## src/rtl/rdtv_pkg.sv

```systemverilog
`default_nettype none

package rdtv_pkg;

  // Parser steps
  typedef enum logic [2:0] {
    PH_DATE      = 3'd0,
    PH_SEP       = 3'd1,
    PH_TIME      = 3'd2,
    PH_AFTER_SEC = 3'd3,
    PH_FRAC_1ST  = 3'd4,
    PH_FRAC      = 3'd5,
    PH_ZONE      = 3'd6,
    PH_END       = 3'd7
  } phase_e;

  // Format selection codes
  localparam logic [1:0] FMT_DATE      = 2'd0;
  localparam logic [1:0] FMT_TIME      = 2'd1;
  localparam logic [1:0] FMT_DATE_TIME = 2'd2;

  // Character codes
  localparam logic [7:0] CH_ZERO  = 8'h30;
  localparam logic [7:0] CH_NINE  = 8'h39;
  localparam logic [7:0] CH_DASH  = 8'h2d;
  localparam logic [7:0] CH_PLUS  = 8'h2b;
  localparam logic [7:0] CH_COLON = 8'h3a;
  localparam logic [7:0] CH_DOT   = 8'h2e;
  localparam logic [7:0] CH_UP_T  = 8'h54;
  localparam logic [7:0] CH_LO_T  = 8'h74;
  localparam logic [7:0] CH_UP_Z  = 8'h5a;
  localparam logic [7:0] CH_LO_Z  = 8'h7a;

  // Field limits
  localparam logic [6:0] HOUR_MAX  = 7'd23;
  localparam logic [6:0] MIN_MAX   = 7'd59;
  localparam logic [6:0] SEC_MAX   = 7'd60;
  localparam logic [6:0] MONTH_MAX = 7'd12;

  // Positions inside the date, time and zone steps
  localparam logic [3:0] DPOS_CENT_END = 4'd2;
  localparam logic [3:0] DPOS_DASH1    = 4'd4;
  localparam logic [3:0] DPOS_DASH2    = 4'd7;
  localparam logic [3:0] DPOS_LAST     = 4'd9;
  localparam logic [3:0] TPOS_HOUR     = 4'd1;
  localparam logic [3:0] TPOS_COLON1   = 4'd2;
  localparam logic [3:0] TPOS_MIN      = 4'd4;
  localparam logic [3:0] TPOS_COLON2   = 4'd5;
  localparam logic [3:0] TPOS_SEC      = 4'd7;
  localparam logic [3:0] ZPOS_FIRST    = 4'd1;
  localparam logic [3:0] ZPOS_HOUR     = 4'd2;
  localparam logic [3:0] ZPOS_COLON    = 4'd3;
  localparam logic [3:0] ZPOS_MIN      = 4'd5;

  localparam logic [1:0] FMT_RESET = FMT_DATE_TIME;

  // Parser state; the year is held as century and year-in-century
  typedef struct packed {
    phase_e     phase;
    logic [3:0] pos;
    logic [6:0] cent;
    logic [6:0] yic;
    logic [6:0] month;
    logic [6:0] day;
    logic [6:0] field;
    logic       failed;
  } state_t;

  // State at the start of a string
  function automatic state_t start_state(input logic [1:0] fmt);
    state_t s;
    s        = '0;
    s.phase  = (fmt == FMT_TIME) ? PH_TIME : PH_DATE;
    return s;
  endfunction

  // Days in a month (1..12), February by the leap flag
  function automatic logic [4:0] month_len(input logic [3:0] m, input logic leap);
    logic [4:0] n;
    unique case (m)
      4'd1, 4'd3, 4'd5, 4'd7, 4'd8, 4'd10, 4'd12: n = 5'd31;
      4'd4, 4'd6, 4'd9, 4'd11:                    n = 5'd30;
      4'd2:                                       n = leap ? 5'd29 : 5'd28;
      default:                                    n = 5'd0;
    endcase
    return n;
  endfunction

endpackage

`default_nettype wire

```

## src/rtl/rdtv_step.sv

```systemverilog
`default_nettype none

module rdtv_step (
  input  rdtv_pkg::state_t state_i,
  input  logic [1:0]       format_kind_i,
  input  logic [7:0]       text_char_i,
  output rdtv_pkg::state_t state_o
);

  logic             is_dig;
  logic [3:0]       digit;
  logic [6:0]       acc_base;
  logic [9:0]       acc_wide;
  logic [6:0]       acc;
  logic             is_z;
  logic             is_sign;
  logic             leap;
  logic [4:0]       mlen;
  logic             month_ok;
  rdtv_pkg::phase_e phase_d;
  rdtv_pkg::state_t data_d;

  // Character classes
  assign is_dig  = (text_char_i >= rdtv_pkg::CH_ZERO) && (text_char_i <= rdtv_pkg::CH_NINE);
  assign digit   = text_char_i[3:0];
  assign is_z    = (text_char_i == rdtv_pkg::CH_UP_Z) || (text_char_i == rdtv_pkg::CH_LO_Z);
  assign is_sign = (text_char_i == rdtv_pkg::CH_PLUS) || (text_char_i == rdtv_pkg::CH_DASH);

  // Decimal accumulator, shared by every two-digit field
  always_comb begin
    if (state_i.phase == rdtv_pkg::PH_DATE) begin
      if (state_i.pos < rdtv_pkg::DPOS_CENT_END)   acc_base = state_i.cent;
      else if (state_i.pos < rdtv_pkg::DPOS_DASH1) acc_base = state_i.yic;
      else if (state_i.pos < rdtv_pkg::DPOS_DASH2) acc_base = state_i.month;
      else                                         acc_base = state_i.day;
    end else begin
      acc_base = state_i.field;
    end
  end

  assign acc_wide = {acc_base, 3'b000} + {2'b00, acc_base, 1'b0} + {6'd0, digit};
  assign acc      = acc_wide[6:0];

  // Leap year from century and year-in-century, no division
  assign leap     = (state_i.yic == 7'd0) ? (state_i.cent[1:0] == 2'b00)
                                          : (state_i.yic[1:0] == 2'b00);
  assign month_ok = (state_i.month != 7'd0) && (state_i.month <= rdtv_pkg::MONTH_MAX);
  assign mlen     = rdtv_pkg::month_len(state_i.month[3:0], leap);

  // Next parser step; a mismatch is caught by the failed flag instead
  always_comb begin
    phase_d = state_i.phase;
    unique case (state_i.phase)
      rdtv_pkg::PH_DATE: begin
        if (state_i.pos == rdtv_pkg::DPOS_LAST) begin
          phase_d = (format_kind_i == rdtv_pkg::FMT_DATE) ? rdtv_pkg::PH_END
                                                          : rdtv_pkg::PH_SEP;
        end
      end
      rdtv_pkg::PH_SEP: phase_d = rdtv_pkg::PH_TIME;
      rdtv_pkg::PH_TIME: begin
        if (state_i.pos == rdtv_pkg::TPOS_SEC) phase_d = rdtv_pkg::PH_AFTER_SEC;
      end
      rdtv_pkg::PH_AFTER_SEC: begin
        if (text_char_i == rdtv_pkg::CH_DOT) phase_d = rdtv_pkg::PH_FRAC_1ST;
        else if (is_z)                        phase_d = rdtv_pkg::PH_END;
        else if (is_sign)                     phase_d = rdtv_pkg::PH_ZONE;
      end
      rdtv_pkg::PH_FRAC_1ST: phase_d = rdtv_pkg::PH_FRAC;
      rdtv_pkg::PH_FRAC: begin
        if (is_z)         phase_d = rdtv_pkg::PH_END;
        else if (is_sign) phase_d = rdtv_pkg::PH_ZONE;
      end
      rdtv_pkg::PH_ZONE: begin
        if (state_i.pos == rdtv_pkg::ZPOS_MIN) phase_d = rdtv_pkg::PH_END;
      end
      rdtv_pkg::PH_END: phase_d = rdtv_pkg::PH_END;
      default: phase_d = state_i.phase;
    endcase
  end

  // Fields, position and mismatch flag
  always_comb begin
    data_d = state_i;
    unique case (state_i.phase)
      rdtv_pkg::PH_DATE: begin
        if ((state_i.pos == rdtv_pkg::DPOS_DASH1) || (state_i.pos == rdtv_pkg::DPOS_DASH2)) begin
          data_d.failed = (text_char_i != rdtv_pkg::CH_DASH);
        end else begin
          data_d.failed = !is_dig;
          if (state_i.pos < rdtv_pkg::DPOS_CENT_END)   data_d.cent  = acc;
          else if (state_i.pos < rdtv_pkg::DPOS_DASH1) data_d.yic   = acc;
          else if (state_i.pos < rdtv_pkg::DPOS_DASH2) data_d.month = acc;
          else                                         data_d.day   = acc;
        end
        if (state_i.pos == rdtv_pkg::DPOS_LAST) begin
          if (!month_ok || (acc == 7'd0) || (acc > {2'b00, mlen})) data_d.failed = 1'b1;
          data_d.pos = 4'd0;
        end else begin
          data_d.pos = 4'(state_i.pos + 4'd1);
        end
      end
      rdtv_pkg::PH_SEP: begin
        data_d.failed = !((text_char_i == rdtv_pkg::CH_UP_T) ||
                          (text_char_i == rdtv_pkg::CH_LO_T));
        data_d.pos    = 4'd0;
        data_d.field  = 7'd0;
      end
      rdtv_pkg::PH_TIME: begin
        if ((state_i.pos == rdtv_pkg::TPOS_COLON1) || (state_i.pos == rdtv_pkg::TPOS_COLON2)) begin
          data_d.failed = (text_char_i != rdtv_pkg::CH_COLON);
          data_d.field  = 7'd0;
          data_d.pos    = 4'(state_i.pos + 4'd1);
        end else begin
          data_d.failed = !is_dig ||
                          ((state_i.pos == rdtv_pkg::TPOS_HOUR) && (acc > rdtv_pkg::HOUR_MAX)) ||
                          ((state_i.pos == rdtv_pkg::TPOS_MIN)  && (acc > rdtv_pkg::MIN_MAX))  ||
                          ((state_i.pos == rdtv_pkg::TPOS_SEC)  && (acc > rdtv_pkg::SEC_MAX));
          if (state_i.pos == rdtv_pkg::TPOS_SEC) begin
            data_d.field = 7'd0;
            data_d.pos   = 4'd0;
          end else begin
            data_d.field = acc;
            data_d.pos   = 4'(state_i.pos + 4'd1);
          end
        end
      end
      rdtv_pkg::PH_AFTER_SEC: begin
        data_d.failed = !((text_char_i == rdtv_pkg::CH_DOT) || is_z || is_sign);
        if (is_sign) begin
          data_d.pos   = rdtv_pkg::ZPOS_FIRST;
          data_d.field = 7'd0;
        end
      end
      rdtv_pkg::PH_FRAC_1ST: data_d.failed = !is_dig;
      rdtv_pkg::PH_FRAC: begin
        data_d.failed = !(is_dig || is_z || is_sign);
        if (is_sign) begin
          data_d.pos   = rdtv_pkg::ZPOS_FIRST;
          data_d.field = 7'd0;
        end
      end
      rdtv_pkg::PH_ZONE: begin
        if (state_i.pos == rdtv_pkg::ZPOS_COLON) begin
          data_d.failed = (text_char_i != rdtv_pkg::CH_COLON);
          data_d.field  = 7'd0;
          data_d.pos    = 4'(state_i.pos + 4'd1);
        end else begin
          data_d.failed = !is_dig ||
                          ((state_i.pos == rdtv_pkg::ZPOS_HOUR) && (acc > rdtv_pkg::HOUR_MAX)) ||
                          ((state_i.pos == rdtv_pkg::ZPOS_MIN)  && (acc > rdtv_pkg::MIN_MAX));
          data_d.field  = acc;
          data_d.pos    = (state_i.pos == rdtv_pkg::ZPOS_MIN) ? 4'd0
                                                              : 4'(state_i.pos + 4'd1);
        end
      end
      rdtv_pkg::PH_END: data_d.failed = 1'b1;
      default: data_d.failed = 1'b1;
    endcase
  end

  // A failed string holds its state to the end
  always_comb begin
    if (state_i.failed) begin
      state_o = state_i;
    end else begin
      state_o       = data_d;
      state_o.phase = phase_d;
    end
  end

endmodule

`default_nettype wire

```

## src/rtl/rfc3339_date_time_validator.sv

```systemverilog
// Date / time / date-time syntax checker, one character per input word.
// Input channel: in_valid_i / in_ready_o with text_char_i, is_last_i and
// no_char_i. A word with no_char_i high carries no character. The word with
// is_last_i high closes the string and yields one output word on
// out_valid_o / out_ready_i: is_valid_o is high when the whole string
// matches the format in force. Non-last words give no output.
// Format: cfg_we_i writes cfg_wdata_i (0 date, 1 time, 2 or 3 date-time)
// and restarts the parser; write only while the block is idle.
// Result: registered; it appears in the cycle after the last word is taken.
// Throughput: one word per cycle but for a stalled last word; each character
// passes one step of the parser between the state and result registers.
// Stall: while an unread result sits in the output register, non-last words
// are still taken; a last word waits until the register frees, which may be
// in the same cycle as out_ready_i takes the old result.
// Reset: format becomes date-time, the parser waits at the start of a
// string and the output register is empty.
`default_nettype none

module rfc3339_date_time_validator (
  input  logic       clk_i,
  input  logic       rst_ni,
  input  logic       cfg_we_i,
  input  logic [1:0] cfg_wdata_i,
  input  logic       in_valid_i,
  output logic       in_ready_o,
  input  logic [7:0] text_char_i,
  input  logic       is_last_i,
  input  logic       no_char_i,
  output logic       out_valid_o,
  input  logic       out_ready_i,
  output logic       is_valid_o
);

  logic [1:0]       format_kind_q;
  rdtv_pkg::state_t state_q;
  rdtv_pkg::state_t step_d;
  rdtv_pkg::state_t state_after;
  logic             out_valid_q;
  logic             is_valid_q;
  logic             in_fire;
  logic             result;

  // Per-character parser step
  rdtv_step u_step (
    .state_i       (state_q),
    .format_kind_i (format_kind_q),
    .text_char_i   (text_char_i),
    .state_o       (step_d)
  );

  assign state_after = no_char_i ? state_q : step_d;
  assign result      = !state_after.failed && (state_after.phase == rdtv_pkg::PH_END);

  // Handshake: only a last word needs the output register free
  assign in_ready_o = !out_valid_q || out_ready_i || !is_last_i;
  assign in_fire    = in_valid_i && in_ready_o;

  // Format register and parser state
  always_ff @(posedge clk_i or negedge rst_ni) begin
    if (!rst_ni) begin
      format_kind_q <= rdtv_pkg::FMT_RESET;
      state_q       <= rdtv_pkg::start_state(rdtv_pkg::FMT_RESET);
    end else if (cfg_we_i) begin
      format_kind_q <= cfg_wdata_i;
      state_q       <= rdtv_pkg::start_state(cfg_wdata_i);
    end else if (in_fire) begin
      state_q <= is_last_i ? rdtv_pkg::start_state(format_kind_q) : state_after;
    end
  end

  // Output register
  always_ff @(posedge clk_i or negedge rst_ni) begin
    if (!rst_ni) begin
      out_valid_q <= 1'b0;
    end else if (in_fire && is_last_i) begin
      out_valid_q <= 1'b1;
    end else if (out_ready_i) begin
      out_valid_q <= 1'b0;
    end
  end

  always_ff @(posedge clk_i) begin
    if (in_fire && is_last_i) begin
      is_valid_q <= result;
    end
  end

  assign out_valid_o = out_valid_q;
  assign is_valid_o  = is_valid_q;

endmodule

`default_nettype wire

```

## config.mk

```make
export PLATFORM = sky130hd
export DESIGN_NAME = rfc3339_date_time_validator
export DESIGN_NICKNAME = d
export VERILOG_FILES = /design/src/rtl/rdtv_pkg.sv /design/src/rtl/rdtv_step.sv /design/src/rtl/rfc3339_date_time_validator.sv
export SDC_FILE = /design/constraint.sdc
export NUM_CORES = 1
export LEC_CHECK = 0
export ABC_AREA = 1
export BUFFER_PORTS_ARGS = -buffer_cell sky130_fd_sc_hd__buf_2
export CORE_UTILIZATION = 45
export CTS_CLUSTER_SIZE = 24
export DETAILED_ROUTE_END_ITERATION = 6
export PLACE_DENSITY_LB_ADDON = 0.12
export SYNTH_ARGS = -nofsm -noshare
export SYNTH_HDL_FRONTEND = slang
export SYNTH_SLANG_ARGS = --single-unit
```

## constraint.sdc

```tcl
create_clock -name clk_i -period 5.7 [get_ports clk_i]
set_input_delay 0.285 -clock clk_i [delete_from_list [all_inputs] [get_ports clk_i]]
set_output_delay 0.285 -clock clk_i [all_outputs]
set_load 0.02 [all_outputs]
```

==> results of run 1 <==
[registers in the layout (all words and copies together), names as in the netlist]
name           cells
state_q           40
format_kind_q      2
is_valid_o         1
out_valid_o        1
[worst register-to-register path, stage by stage, from the launching register on]
cell and delay (ns):
dfrtp_1 0.45, ha_1 0.24, nand2_2 0.13, nand2_4 0.15, inv_1 0.08, nor2_1 0.09
nor2_1 0.06, a311oi_1 0.32, a21oi_1 0.16, fa_1 0.55, fa_1 0.48, xnor2_1 0.38
inv_1 0.09, ha_1 0.32, nand2_1 0.09, nor2_1 0.05, a22o_1 0.22, nand4_1 0.10
nand2_1 0.07, a31oi_1 0.15, nand2_1 0.10, nand2_1 0.08, nor2_2 0.03
[per-layer routing]
metal	wire length, um	global-route usage	part of all wire
met1	4510	0.405	0.51
met2	3750	0.357	0.42
met3	467	0.0445	0.053
met4	165	0.0715	0.019
met5	0	0	0
[power breakdown]
part	total (mW)	internal, mW	switching [mW]
logic	0.368	0.130	0.238
clock network	0.192	0.0831	0.108
registers	0.357	0.337	0.0203
[cells by family after synthesis]
group                      Yosys count
buffers and inverters               77
adders and majority gates           18
AOI/OAI and AO/OA                  111
and+or+nand+nor                    212
xor gates and xnor gates             1
DFF                                 44
[synth_stat cells (all sizes together) (3+ instances only)]
library cell	number	area, um^2
nor3	7	35.0
dfrtp	42	1050
nand3	27	150
a21oi	25	133
nor2	58	251
ha	16	200
a31oi	3	18.8
o21ai	55	279
nand4	5	31.3
o211ai	6	45.0
clkbuf	4	15.0
o22ai	9	56.3
inv	71	267
nand2	112	468
[metrics by stage]
stage	setup WS [ns]	hold WS, ns	power, mW	area [um^2]	cells
6_report	1.07	0.131	0.917	3530	579
5_1_grt	0.633	0.216	0.991	3530	579
4_1_cts	1.16	0.165	0.920	3530	579
3_5_place_dp	1.17	0.484	0.727	3450	572
3_3_place_gp	1.33	0.475	0.724	3450	572
2_1_floorplan	1.73	-0.0106	0.633	3270	463
[path summary, 6_finish.rpt]
path,startpoint,endpoint,depth (start not counted)
setup reg to reg,state_q[37],is_valid_o,22
min in group clk_i,cfg_wdata_i[0],format_kind_q[0],3
max in group asynchronous,rst_ni,format_kind_q[0],1
setup / recovery,state_q[37],is_valid_o,22
hold reg to reg,state_q[13],state_q[13],2
hold / removal,rst_ni,state_q[11],1
[placed cells by master (no fill, tap or decap), types with 3 or more instances in the layout]
master,synthesis,layout
o21ai_0,52,52
a31oi_1,3,3
nand4_1,5,5
inv_2,6,6
dfrtp_1,42,42
nand2_2,10,10
o211ai_1,6,6
clkbuf_8,0,5
o22ai_1,9,9
nor2_1,52,52
inv_1,65,65
buf_2,0,19
nand3_2,3,3
nor3_1,7,7
nor2_2,4,4
ha_1,16,16
nand2_4,3,3
nand2_1,99,99
nand3_1,24,24
a21oi_1,23,23
[cell type report]
cell class / instances / area (um^2)
clock buffers: 5 / 68.8
clock inverters: 2 / 12.5
fillers: 739 / 3380
inverters: 71 / 267
multi-input cells: 342 / 1860
flip-flops and latches: 44 / 1110
well taps: 96 / 120
repair buffers: 19 / 95.1
==> flow_metrics.tcl, run 1 <==
set metrics [dict create \
    crit_buf_inv 2 \
    core-area_mm2 0.00691 \
    maxCapViolations 0 \
    finalCritPeriodShare 0.812 \
    start_util 0.473 \
    track_usage 0.257 \
    p_per_area_mw_per_mm2 260 \
    slew_headroom 0.358 \
    tightest_slew_ns 0.963 \
    hold_viol_final 0 \
    synth_cell_types 42 \
    synth-simple-area-share 0.297 \
    drtIter0Drc 308 \
    finClkSkew_ns 0.00876 \
    synth_compound_area_frac 0.196 \
    wl_per_cell_um 15.3 \
    outcome "complete, no violations" \
    viasPerCell 5.44 \
    fmax_mhz 216 \
    yosysSeqAreaShare 0.339 \
    clock_sinks 44 \
    peakVddDrop_uv 175 \
    layout_min_cycle_time_ns 4.63 \
    ys_seq_elements 44 \
    grt_first_pass_wirelength_um 14800 \
    diodes 0 \
    synth_xor_area_frac 0.00268 \
    synthMuxAreaShare 0 \
    critPathTopFamily "adder cells" \
    tns_ns 0 \
    clockBufferDepth 2 \
    drc_errors 0 \
    cpMostUsedCell "nand2_1" \
    die_w_um 87.2 \
    cts_tree "done" \
    synth.yosys.warnings 0 \
    worstSetupPathType "reg2reg" \
    syn_avg_cell_area_um2 7.06 \
    num_vias 3147 \
    crit_slowest_cell "fa_1" \
    post_cts_resized 0 \
    cpPeakStageDelay_ns 0.55 \
    clk_pin_slew_worst_paths_ns 0.08 \
    rows 30 \
    ys.flop_type "dfrtp_1" \
    synth_top_family_by_area "simple AND/OR/NAND/NOR gates" \
    die_h_um 87.2 \
    grt_pass1_vias 2894 \
    synth_edf_count 1 \
    synthCells 463 \
    first_pass_iters 5 \
    nets 518 \
    cts-root-buf "clkbuf_8" \
    port_buffers 19 \
    syn-cell-area_mm2 0.00327 \
    hpwl_um 7120 \
    critPathRequiredTime_ns 5.77 \
    synth_nets 498 \
    io_pins 20 \
    async_flop_share 0.977 \
    place.gp.congestion 0.939 \
    syn_to_final_growth_pct 8.04 \
    path_cells "ha_1, nand2_2, nand2_4, inv_1, nor2_1, nor2_1, a311oi_1, a21oi_1, fa_1, fa_1, xnor2_1, inv_1, ha_1, nand2_1, nor2_1, a22o_1, nand4_1, nand2_1, a31oi_1, nand2_1, nand2_1, nor2_2" \
    cts_made_buffers 5 \
    p_leak_nw 1.68 \
    gr-total-overflow 0 \
    final_antenna_net_count 0 \
    synthAdderAreaFrac 0.0735 \
    routed_wl_um 8890 \
    rsz0062_at_grt "no" \
    hold_path.class "in2async" \
    arrival_ns 4.70 \
    fin_util 0.511 \
    drive_gt1_frac 0.122 \
    cts_setup_buffers 0 \
    slew_violations 0 \
    grt_max_degree 44 \
    cts_hold_buffers 0 \
    clock_latency_ns 0.30 \
    reg2reg_slack_ns 1.07 \
    dieArea_mm2 0.00760 \
    cp-start-kind "flop" \
    htreeDepth 2 \
    crit_path_end_kind "flop" \
    setup_viol 0 \
    antenna_found_initial 0 \
    path_max_fanout 10 \
]
Note: power is estimated with default switching activity, not from simulation.
==> inputs of run 2 (changes only) <==
Settings changed: ABC_AREA 1 to 0.
Clock period 5.7 ns to 4.3 ns, I/O delays scaled along.
==> run 2 against run 1 <==
  * Cell count is 16% lower
  * Clock-buffer cell count is 1 higher
  * Synthesized area increased by 3.4%
  * Sequential share of layout area decreased by 1.6 points
  * Worst setup slack got worse by 0.87 ns
  * Die area increased by 3.3%
  * Non-clock buffer count increased by 13
  * Synthesized cell count decreased by 21%
  * Routed wire length grew 4.2%
  * Utilization rose by 0.25 points
  * Critical endpoint unchanged
==> flow_metrics.tcl, run 2 <==
set metrics [dict create \
    syn_avg_cell_area_um2 9.23 \
    cts_setup_buffers 0 \
    outcome "complete, no violations" \
    core-area_mm2 0.00725 \
    tns_ns 0 \
    ys.flop_type "dfrtp_1" \
    ys_seq_elements 44 \
    async_flop_share 0.977 \
    rows 31 \
    final_antenna_net_count 0 \
    yosysMostFrequentCell "dfrtp_1" \
    first_pass_iters 5 \
    fillCellCount 731 \
    fin_util 0.514 \
    diodes 0 \
    htreeDepth 2 \
    dieArea_mm2 0.00786 \
    syn_to_final_growth_pct 10.3 \
    grt_pass1_vias 2789 \
    num_vias 2979 \
    drive_gt1_frac 0.226 \
    critPathRequiredTime_ns 4.37 \
    cts_made_buffers 5 \
    synth_top_area_frac 0.311 \
    setup_viol 0 \
    clk_pin_slew_worst_paths_ns 0.10 \
    arrival_ns 4.17 \
    r2r_cells 15 \
    wl_per_cell_um 19.1 \
    die_h_um 88.6 \
    r2r_start "state_q[36]" \
    p_per_area_mw_per_mm2 285 \
    port_buffers 19 \
    fin_ws_ns 0.198 \
    clock_sinks 44 \
    grt_first_pass_wirelength_um 14800 \
    cts-root-buf "clkbuf_8" \
    hpwl_um 7020 \
    viasPerCell 6.15 \
    largest_register_ffs 40 \
    crit_path_end_kind "flop" \
    clockBufferDepth 2 \
    antenna_found_initial 0 \
    tightest_slew_ns 0.999 \
    reg2reg_slack_ns 0.20 \
    slew_headroom 0.334 \
    finalCritPeriodShare 0.954 \
    ys_top_cells_by_count "dfrtp_1, mux2_2, nand2_1, o21ai_0, a21oi_1" \
    yosysSeqAreaShare 0.328 \
    synth.yosys.warnings 0 \
    ys_top_cells_by_area "dfrtp_1, mux2_2, ha_1, o21ai_0, a21oi_1" \
    path_max_fanout 4 \
    clock_latency_ns 0.30 \
    drc_errors 0 \
    pre_cts_ws_ns 0.116 \
    synthCells 366 \
    drtIter0Drc 196 \
    grt_max_degree 44 \
    r2r_end "is_valid_o" \
    slew_violations 0 \
    routed_wl_um 9260 \
    final_cell_mix "dfrtp_1, mux2_2, nand2_1" \
    reg.largest.list "state_q: 40 flops, format_kind_q: 2 flops" \
    synth_nets 401 \
    die_w_um 88.6 \
    io_pins 20 \
    hold_path.class "in2async" \
    track_usage 0.253 \
    nets 419 \
    gr-total-overflow 0 \
    maxCapViolations 0 \
    p_leak_nw 1.67 \
    start_util 0.466 \
    finClkSkew_ns 0.0124 \
    fmax_mhz 244 \
    synth_edf_count 1 \
    peakVddDrop_uv 165 \
    synth_cell_types 65 \
    layout_min_cycle_time_ns 4.10 \
    hold_viol_final 0 \
    cp-start-kind "flop" \
    syn-cell-area_mm2 0.00338 \
    worstSetupPathType "reg2reg" \
    regMostFlops "state_q" \
    place.gp.congestion 0.898 \
    final_common_cell "dfrtp_1" \
    synth_area_leader_cell "dfrtp_1" \
    cts_tree "done" \
]
[run 2: worst max-delay path by stage]
| stage | slack (ns) | cells after the start | end | from |
|---|---|---|---|---|
| 2_1_floorplan | 0.02 | 16 | is_valid_o | state_q[36] |
| 3_3_place_gp | 0.23 | 15 | is_valid_o | state_q[36] |
| 3_5_place_dp | 0.12 | 15 | is_valid_o | state_q[36] |
| 4_1_cts | 0.11 | 15 | is_valid_o | state_q[36] |
| 5_1_grt | -0.006 | 15 | is_valid_o | state_q[36] |
| 6_report | 0.20 | 15 | is_valid_o | state_q[36] |
[run 2: cell families after synthesis]
| group | synth area share |
|---|---|
| AOI/OAI and AO/OA | 0.196 |
| xor gates and xnor gates | 0.0282 |
| adders and majority gates | 0.0711 |
| buffers and inverters | 0.0400 |
| DFF | 0.328 |
| muxes | 0.137 |
| and+or+nand+nor | 0.200 |
[run 2: layout make-up]
class                      count  area [um^2]  share of cell area
clock buffer                   6         82.6              0.0222
clock inverter                 2         38.8              0.0104
inverter                      10         37.5              0.0101
multi-input combinational    291         2140               0.575
sequential                    44         1110               0.297
tap                           99          124              0.0333
timing repair buffer          32          193              0.0517
[run 2: metrics by stage]
step	instance area [um^2]	total power, mW	hold WS [ns]	instances
6_report	3720	1.06	0.0618	484
2_1_floorplan	3380	0.640	-0.0806	366
4_1_cts	3720	1.07	0.113	484
5_1_grt	3720	1.12	0.139	484
3_3_place_gp	3600	0.715	0.443	476
3_5_place_dp	3600	0.719	0.447	476
[run 2: where the power goes]
part | leakage, nW | switching (mW) | internal (mW) | total [mW]
registers | 0.597 | 0.0161 | 0.435 | 0.451
clock network | 0.0614 | 0.155 | 0.190 | 0.345
logic | 1.01 | 0.158 | 0.106 | 0.264
[run 2: worst max-delay path, stage by stage, from the launching register on]
cell and delay, ns:
dfrtp_1 0.39, ha_1 0.24, or2_2 0.33, o22ai_1 0.15, a221o_1 0.17, o21ai_1 0.10
fa_1 0.53, fa_1 0.47, a21o_1 0.19, a21oi_1 0.17, xnor2_1 0.18, xnor2_2 0.18
xor2_2 0.20, o311ai_1 0.13, a31o_1 0.24, a22o_1 0.18
[run 2: what timing repair did]
action | 4_1_cts | 5_1_grt
hold buffers | 0 | 0
gates resized for setup | 0 | 2
endpoints found under the setup margin | 0 | 1
[run 2: routing by layer]
metal,track usage,share of wire,up-vias
li1,-,-,1393
met1,0.337,0.46,1466
met2,0.429,0.49,102
met3,0.0345,0.034,18
met4,0.0704,0.017,0
met5,0,0,-
